===== src/btmx_pkg.sv =====
package btmx_pkg;

   localparam int KEY_BITS = 31;
   localparam int LVL_W    = $clog2(KEY_BITS);
   localparam logic [LVL_W-1:0] LVL_TOP = LVL_W'(KEY_BITS - 1);

   localparam logic KIND_INSERT = 1'b0;
   localparam logic KIND_QUERY  = 1'b1;

   typedef struct packed {
      logic                kind;
      logic [KEY_BITS-1:0] key;
   } req_type;

   typedef struct packed {
      logic [KEY_BITS-1:0] max_xor;
      logic                no_entries;
      logic                rejected;
   } rsp_type;

   typedef enum logic [1:0] {
      S_IDLE,
      S_WALK,
      S_FILL,
      S_DONE
   } state_type;

endpackage


===== src/btmx_rsp_stage.sv =====
module btmx_rsp_stage (
   input  logic              clock,
   input  logic              reset,
   input  logic              load,
   input  btmx_pkg::rsp_type load_data,
   output logic              can_load,
   output logic              rsp_valid,
   input  logic              rsp_ready,
   output btmx_pkg::rsp_type rsp_data
);
   import btmx_pkg::*;

   logic    valid_ff;
   logic    valid_in;
   rsp_type data_ff;

   // slot frees up in the same cycle the held word is taken
   assign can_load  = !valid_ff || rsp_ready;
   assign rsp_valid = valid_ff;
   assign rsp_data  = data_ff;

   always_comb begin
      valid_in = valid_ff;
      if (rsp_ready) begin
         valid_in = 1'b0;
      end
      if (load) begin
         valid_in = 1'b1;
      end
   end

   always_ff @(posedge clock) begin
      if (reset) begin
         valid_ff <= 1'b0;
      end else begin
         valid_ff <= valid_in;
      end
   end

   always_ff @(posedge clock) begin
      if (load) begin
         data_ff <= load_data;
      end
   end

endmodule


===== config.mk =====
export PLATFORM = sky130hd
export DESIGN_NAME = btmx_rsp_stage
export DESIGN_NICKNAME = d
export VERILOG_FILES = /design/src/btmx_pkg.sv /design/src/btmx_rsp_stage.sv
export SDC_FILE = /design/constraint.sdc
export NUM_CORES = 1
export LEC_CHECK = 0
export ABC_AREA = 1
export BUFFER_PORTS_ARGS = -buffer_cell sky130_fd_sc_hd__buf_4
export CAP_MARGIN = 5
export CORE_ASPECT_RATIO = 0.8
export CORE_MARGIN = 5
export CORE_UTILIZATION = 35
export DETAILED_ROUTE_END_ITERATION = 8
export HOLD_SLACK_MARGIN = 0.06
export PLACE_DENSITY = 0.73
export SYNTH_ARGS = -nofsm -noshare
export SYNTH_HDL_FRONTEND = slang
export SYNTH_SLANG_ARGS = --single-unit
export TNS_END_PERCENT = 30

===== constraint.sdc =====
create_clock -name clock -period 0.8 [get_ports clock]
set_input_delay 0 -clock clock [delete_from_list [all_inputs] [get_ports clock]]
set_output_delay 0 -clock clock [all_outputs]
set_load 0.02 [all_outputs]

### Word level (Yosys, flattened, before mapping)

Index checks and enable logic that the tools add are counted.

| word-level totals | value |
|---|---|
| register bits after elaboration | 34 |
| word-level logic and storage cells | 9 |
| bits of input ports | 37 |
| output and inout port bits | 35 |

| operators by class | value |
|---|---|
| reduce and logical (&&, ||, !) cells | 3 |
| muxes and demuxes | 2 |

Operator list:

| operator | number |
|---|---|
| 2-to-1 mux 1 bit | 2 |
| nonzero test 2 bit | 1 |
| zero test 1 bit | 1 |
| logical OR 1 bit | 1 |

### Longest topological paths before layout

Gate-level depths: netlist of the first run.

| depth | value |
|---|---|
| depth in word-level cells | 2 |
| gate-level depth with buffers | 3 |
| gate-level depth less buffers | 3 |

### Least setup slack after synthesis of the first run

No wires, ideal clock.

| timing | value |
|---|---|
| path kind | register to register |
| start | register, netlist name rsp_valid |
| end | register valid_ff (netlist: rsp_valid) |
| period minus slack after synthesis | 0.772 ns |
| buffers on the path | 0 |
| setup time | 0.066 ns |
| stages on the path, launching flop included | 3 |
| setup slack | 0.028 ns |
| required time | 0.734 ns |
| data arrival time | 0.706 ns |
| cells stage by stage | dfxtp_1 nand2_2 a21oi_2 |

RTL lines:

| what | RTL line | RTL |
|---|---|---|
| to (signal assigned) | btmx_rsp_stage.sv:36 | `valid_ff <= valid_in;` |
| to (decl) | btmx_rsp_stage.sv:13 | `logic valid_ff;` |

### Worst setup path after layout of the first run

| timing | value |
|---|---|
| start | register data_ff (netlist bit rsp_data[15]) |
| end | output rsp_data[15] (netlist bit) |

RTL lines:

| what | RTL line | RTL |
|---|---|---|
| from (decl) | btmx_rsp_stage.sv:15 | `rsp_type data_ff;` |
| from (signal assigned) | btmx_rsp_stage.sv:42 | `data_ff <= load_data;` |
| to (decl) | btmx_rsp_stage.sv:9 | `output btmx_pkg::rsp_type rsp_data` |

No word-level cell between the ends.

==> reports/qor.yml, run 1 <==
timing:
  setup_viol: 18
  min_period_over_period_pct: 107
  slew_headroom_pct: 72.7
  hold_viol_final: 0
  rsz0062_at_grt: "yes"
  fin_skew_ps: 0
  layout_setup_ws_ps: -59.8
  period_needed_ps: 860
  slew_violations: 0
  tns_ps: -333
  worst_slew_pin_slew_ps: 409
  fmax_ghz: 1.16
pwr:
  powerDensity_nw_per_um2: 1900
  peakVddDrop_uv: 949
  p_leak_uw: 0.000914
worst_setup_path:
  crit_family: "flip-flops"
  path_buf_inv: 1
  cp.arrival_ps: 860
  cp-start-kind: "flip-flop"
  cp_slowest_cell: "edfxtp_1"
  critical_path_class: "reg2out"
  max_stage_delay_ps: 420
  required_ps: 800
  crit_fanout: 1
  worstPathCellList: "buf_6"
  worstSetupEndpointType: "primary output"
placement:
  place_ws_ps: 83.2
  hpwlAfterDp_mm: 1.73
  port-buffer-count: 71
  gp_congestion: 0.745
finish:
  antenna_cells: 0
  drive_gt1_share_pct: 53.0
  final_nets: 187
  area_delta_synth_final_pct: 109
routing:
  highest_layer: "met4"
  avgRoutedWirePerCell_um: 16.4
  drt_wl_total_mm: 3.10
  dr_wl_met2_mm: 1.64
  vias: 787
  viasPerCell: 4.16
  drtIter0Drc: 26
  wl_met1_mm: 1.08
  met3WireLength_um: 318
  postRouteAntennaNets: 0
  drtPass1Iterations: 2
  drc: 0
outcome:
  status: "finished, violations left"
  failed_checks: "setup timing"
die:
  num_rows: 17
  die_h_um: 58.6
  start_util_pct: 37.1
  die-area_um2: 4150
  io_pins: 72
  core_area_um2: 2790
  fp.dieW_um: 70.8
min_path:
  hold_class: "in2reg"
clock_network:
  cts.path.max_buffers: 2
  insertion_delay_ps: 270
  cts_hold_buffers: 34
  clock_sinks: 34
  postCtsSetupRepairBufs: 0
  cts_inserted_buffers: 5
  cts_max_level: 2
  tritoncts: "done"
  cts-root-buf: "clkbuf_8"
  clk_pin_slew_ps: 70
grt:
  gr-total-overflow: 0
  grt_pass1_wl_mm: 4.61
  grt_max_degree: 35
  grt_pass1_vias: 843
  grt_usage_pct: 15.5
  antenna_found_initial: 0
job:
  drv_cap: 0
logic_synthesis:
  yosys_register_bits: 34
  syn_area_um2: 1030
  syn_nets: 75
  synthDistinctLibCells: 5
  synth_warnings: 0
  syn_area_per_cell_um2: 27.2
  yosysSeqAreaShare_pct: 97.8
  synth_cells: 38
state kept, by name, indices dropped and copies added, names as in the netlist:
register,cells
rsp_valid,1
rsp_data,33
cell usage in the layout, fill, tap and decap left out:
cell type       n
dfxtp_2         1
a21oi_2         1
inv_1           2
nand2_2         1
buf_4          37
dlygate4sd3_1  34
clkbuf_8        5
clkbuf_1        1
clkinv_1        1
clkinv_2        1
edfxtp_1       33
buf_6          34
layout make-up:
| type | count | area (um^2) |
|---|---|---|
| Sequential cell | 34 | 1010 |
| Timing Repair Buffer | 105 | 1000 |
| Fill cell | 170 | 622 |
| Clock buffer | 6 | 72.6 |
| Tap cell | 38 | 47.5 |
| Multi-Input combinational cell | 2 | 15.0 |
| Clock inverter | 2 | 8.76 |
| Inverter | 2 | 7.51 |
logic make-up (layout without fill, tap and decap cells):
kind of cell	Yosys count	in the layout	share of synthesized area [%]
flops	34	34	97.8
buf+inv	2	115	0.727
compound gates	1	1	0.848
simple gates	1	1	0.606
per-stage QoR:
step / hold slack [ps] / power [uW] / std cells / area (um^2) / util [%]
finish: 4.13 / 4120 / 189 / 2160 / 77.7
global route: 11.1 / 4290 / 189 / 2160 / 77.7
CTS: -2.12 / 4140 / 189 / 2160 / 77.4
detailed placement: 160 / 2760 / 147 / 1610 / 57.9
global placement: 156 / 2750 / 147 / 1610 / 57.9
floorplan: 62.4 / 2380 / 38 / 1030 / -
worst paths after layout:
check                     from      endpoint  slack, ps  cells past startpoint
setup / recovery  rsp_data[15]  rsp_data[15]        -60                      1
hold / removal       rsp_ready     rsp_valid          4                      4
setup reg to reg     rsp_valid     rsp_valid        240                      2
hold reg to reg      rsp_valid     rsp_valid        470                      2
Yosys cell counts:
master     n  share of area (%)
edfxtp_1  33                 96
nand2_2    1               0.61
a21oi_2    1               0.85
inv_1      2               0.73
dfxtp_1    1                1.9
metal layers:
layer / GRT usage [%] / vias up
met3: 6.31 / 7
li1: - / 370
met2: 27.9 / 47
met4: 8.85 / 0
met5: 0 / -
met1: 15.4 / 363
power by group:
part           switching [uW]  total, uW  leakage [uW]  internal (uW)
registers                69.0       2180      0.000332           2110
logic                     327        791      0.000540            464
clock network             551       1150     0.0000426            597
timing repair:
| item | 4_1_cts | 5_1_grt |
|---|---|---|
| pin swaps | 1 | 0 |
| gates resized for setup | 33 | 2 |
| endpoints found under the setup margin | 33 | 34 |
| endpoints found under the hold margin | 34 | 1 |
Note: power is estimated with default switching activity, not from simulation.
==> inputs of run 2 (changes only) <==
CORE_ASPECT_RATIO = 1.25   (was 0.8)
HOLD_SLACK_MARGIN = 0.15   (was 0.06)
==> reports/qor.yml, run 2 (synthesis results as in run 1) <==
timing:
  min_period_over_period_pct: 109  # +1.5 points
  fin_skew_ps: 0  # unchanged
  tns_ps: -1670  # -1340 ps
  layout_setup_ws_ps: -71.7  # -11.9 ps
  hold_viol_final: 0  # unchanged
  period_needed_ps: 872  # +11.9 ps
  worst_slew_pin_slew_ps: 402  # -7.01 ps
  fmax_ghz: 1.15  # -1.4%
  slew_headroom_pct: 73.2  # +0.47 points
  rsz0062_at_grt: "yes"
  slew_violations: 0  # unchanged
  setup_viol: 34  # +16
placement:
  port-buffer-count: 71  # unchanged
  dp.cells: 145  # -1.4%
  gp_congestion: 0.646  # -13%
  place_ws_ps: 76.4  # -6.81 ps
routing:
  drc: 0  # unchanged
  drt_wl_total_mm: 2.76  # -11%
  vias: 775  # -1.5%
  postRouteAntennaNets: 0  # unchanged
  avgRoutedWirePerCell_um: 14.7  # -11%
  drtIter0Drc: 19  # -27%
  drtPass1Iterations: 4  # +2
  viasPerCell: 4.12  # -1.0%
die:
  io_pins: 72  # unchanged
  num_rows: 22  # +5
  fp.dieW_um: 58.6  # -17%
  die_h_um: 70.8  # +21%
  core_area_um2: 2890  # +3.7%
  die-area_um2: 4150  # about the same
  start_util_pct: 35.8  # -1.3 points
grt:
  grt_pass1_wl_mm: 4.26  # -7.6%
  grt_pass1_vias: 887  # +5.2%
  gr-total-overflow: 0  # unchanged
  grt_usage_pct: 14.6  # -0.99 points
  antenna_found_initial: 0  # unchanged
  grt_max_degree: 35  # unchanged
clock_network:
  cts_inserted_buffers: 5  # unchanged
  cts_hold_buffers: 34  # unchanged
  clock_sinks: 34  # unchanged
  insertion_delay_ps: 310  # +40 ps
  clk_pin_slew_ps: 90  # +20 ps
  cts.path.max_buffers: 2  # unchanged
  cts-root-buf: "clkbuf_4"
  tritoncts: "done"
  cts_max_level: 2  # unchanged
worst_setup_path:
  required_ps: 800  # about the same
  crit_family: "flip-flops"
  worstSetupEndpointType: "primary output"
  max_stage_delay_ps: 410  # about the same
  cp_slowest_cell: "edfxtp_1"
  cp.arrival_ps: 870  # about the same
  crit_fanout: 1  # unchanged
  cp-start-kind: "flip-flop"
  path_buf_inv: 1  # unchanged
  worstPathCellList: "buf_6"
  critical_path_class: "reg2out"
finish:
  layout_commonest_cell: "buf_4"
  area_delta_synth_final_pct: 108
  final_nets: 188  # +0.53%
  drive_gt1_share_pct: 53.3  # +0.31 points
  mostFrequentLayoutCells: "buf_4, buf_6, dlygate4sd3_1, edfxtp_1, clkbuf_4"
  fin_cells: 188  # -0.53%
  antenna_cells: 0  # unchanged
  largest_register_ffs: 33  # unchanged
outcome:
  failed_checks: "setup timing"
  status: "finished, violations left"
job:
  drv_cap: 0  # unchanged
pwr:
  powerDensity_nw_per_um2: 1800  # -5.2%
  p_total_uw: 3880  # -5.8%
  p_leak_uw: 0.000909  # -0.52%
  peakVddDrop_uv: 1290  # +35%
min_path:
  hold_class: "in2reg"
[run 2: cell types whose count changed in the layout (fill, tap and decap cells not counted)]
cell	change
clkbuf_8	-4
clkinv_1	-1
clkbuf_4	+5
clkbuf_1	+1
clkinv_2	-1
buf_6	+1
[run 2: layer usage]
metal	track usage, %	part of all wire [%]	vias to the layer above
met5	0	0	-
met4	7.81	2.0	0
met3	3.83	6.4	4
met2	28.3	62	40
met1	12.9	30	359
li1	-	-	372
[run 2: metrics by stage]
stage	cell area [um^2]	hold WS, ps	util [%]
2_1_floorplan	1030	62.4	-
3_3_place_gp	1610	156	55.8
3_5_place_dp	1610	162	55.8
4_1_cts	2140	-46.4	73.9
5_1_grt	2150	49.5	74.4
6_report	2150	50.7	74.4
[run 2: path summary, 6_finish.rpt]
| path | startpoint | endpoint | slack (ps) | depth (start not counted) |
|---|---|---|---|---|
| min reg2reg | rsp_valid | rsp_valid | 590 | 3 |
| max | rsp_data[22] | rsp_data[22] | -70 | 1 |
| max reg2reg | rsp_valid | rsp_valid | 70 | 3 |
| min | rsp_ready | rsp_valid | 50 | 5 |
[run 2: area by class of cell]
type / count / area, um^2
sequential: 34 / 1010
clock buffer: 8 / 58.8
timing repair buffer: 106 / 1010
fill: 177 / 739
inverter: 2 / 7.51
tap: 36 / 45.0
multi-input combinational: 2 / 15.0
[run 2: timing repair]
action | 4_1_cts | 5_1_grt
buffers inserted | 0 | 1
endpoints found under the hold margin | 67 | 34
gates resized for setup | 34 | 2
pin swaps | 1 | 1
setup endpoints to repair | 35 | 35
[run 2: tightest hold or removal path, cell delays in order]
cell	delay (ps)
buf_4	80
inv_1	40
nand2_2	60
buf_4	110
a21oi_2	40
[run 2: where the power goes]
group / internal (uW) / leakage [uW] / switching, uW
sequential: 2110 / 0.000332 / 65.3
combinational: 469 / 0.000545 / 321
clock: 433 / 0.0000326 / 482
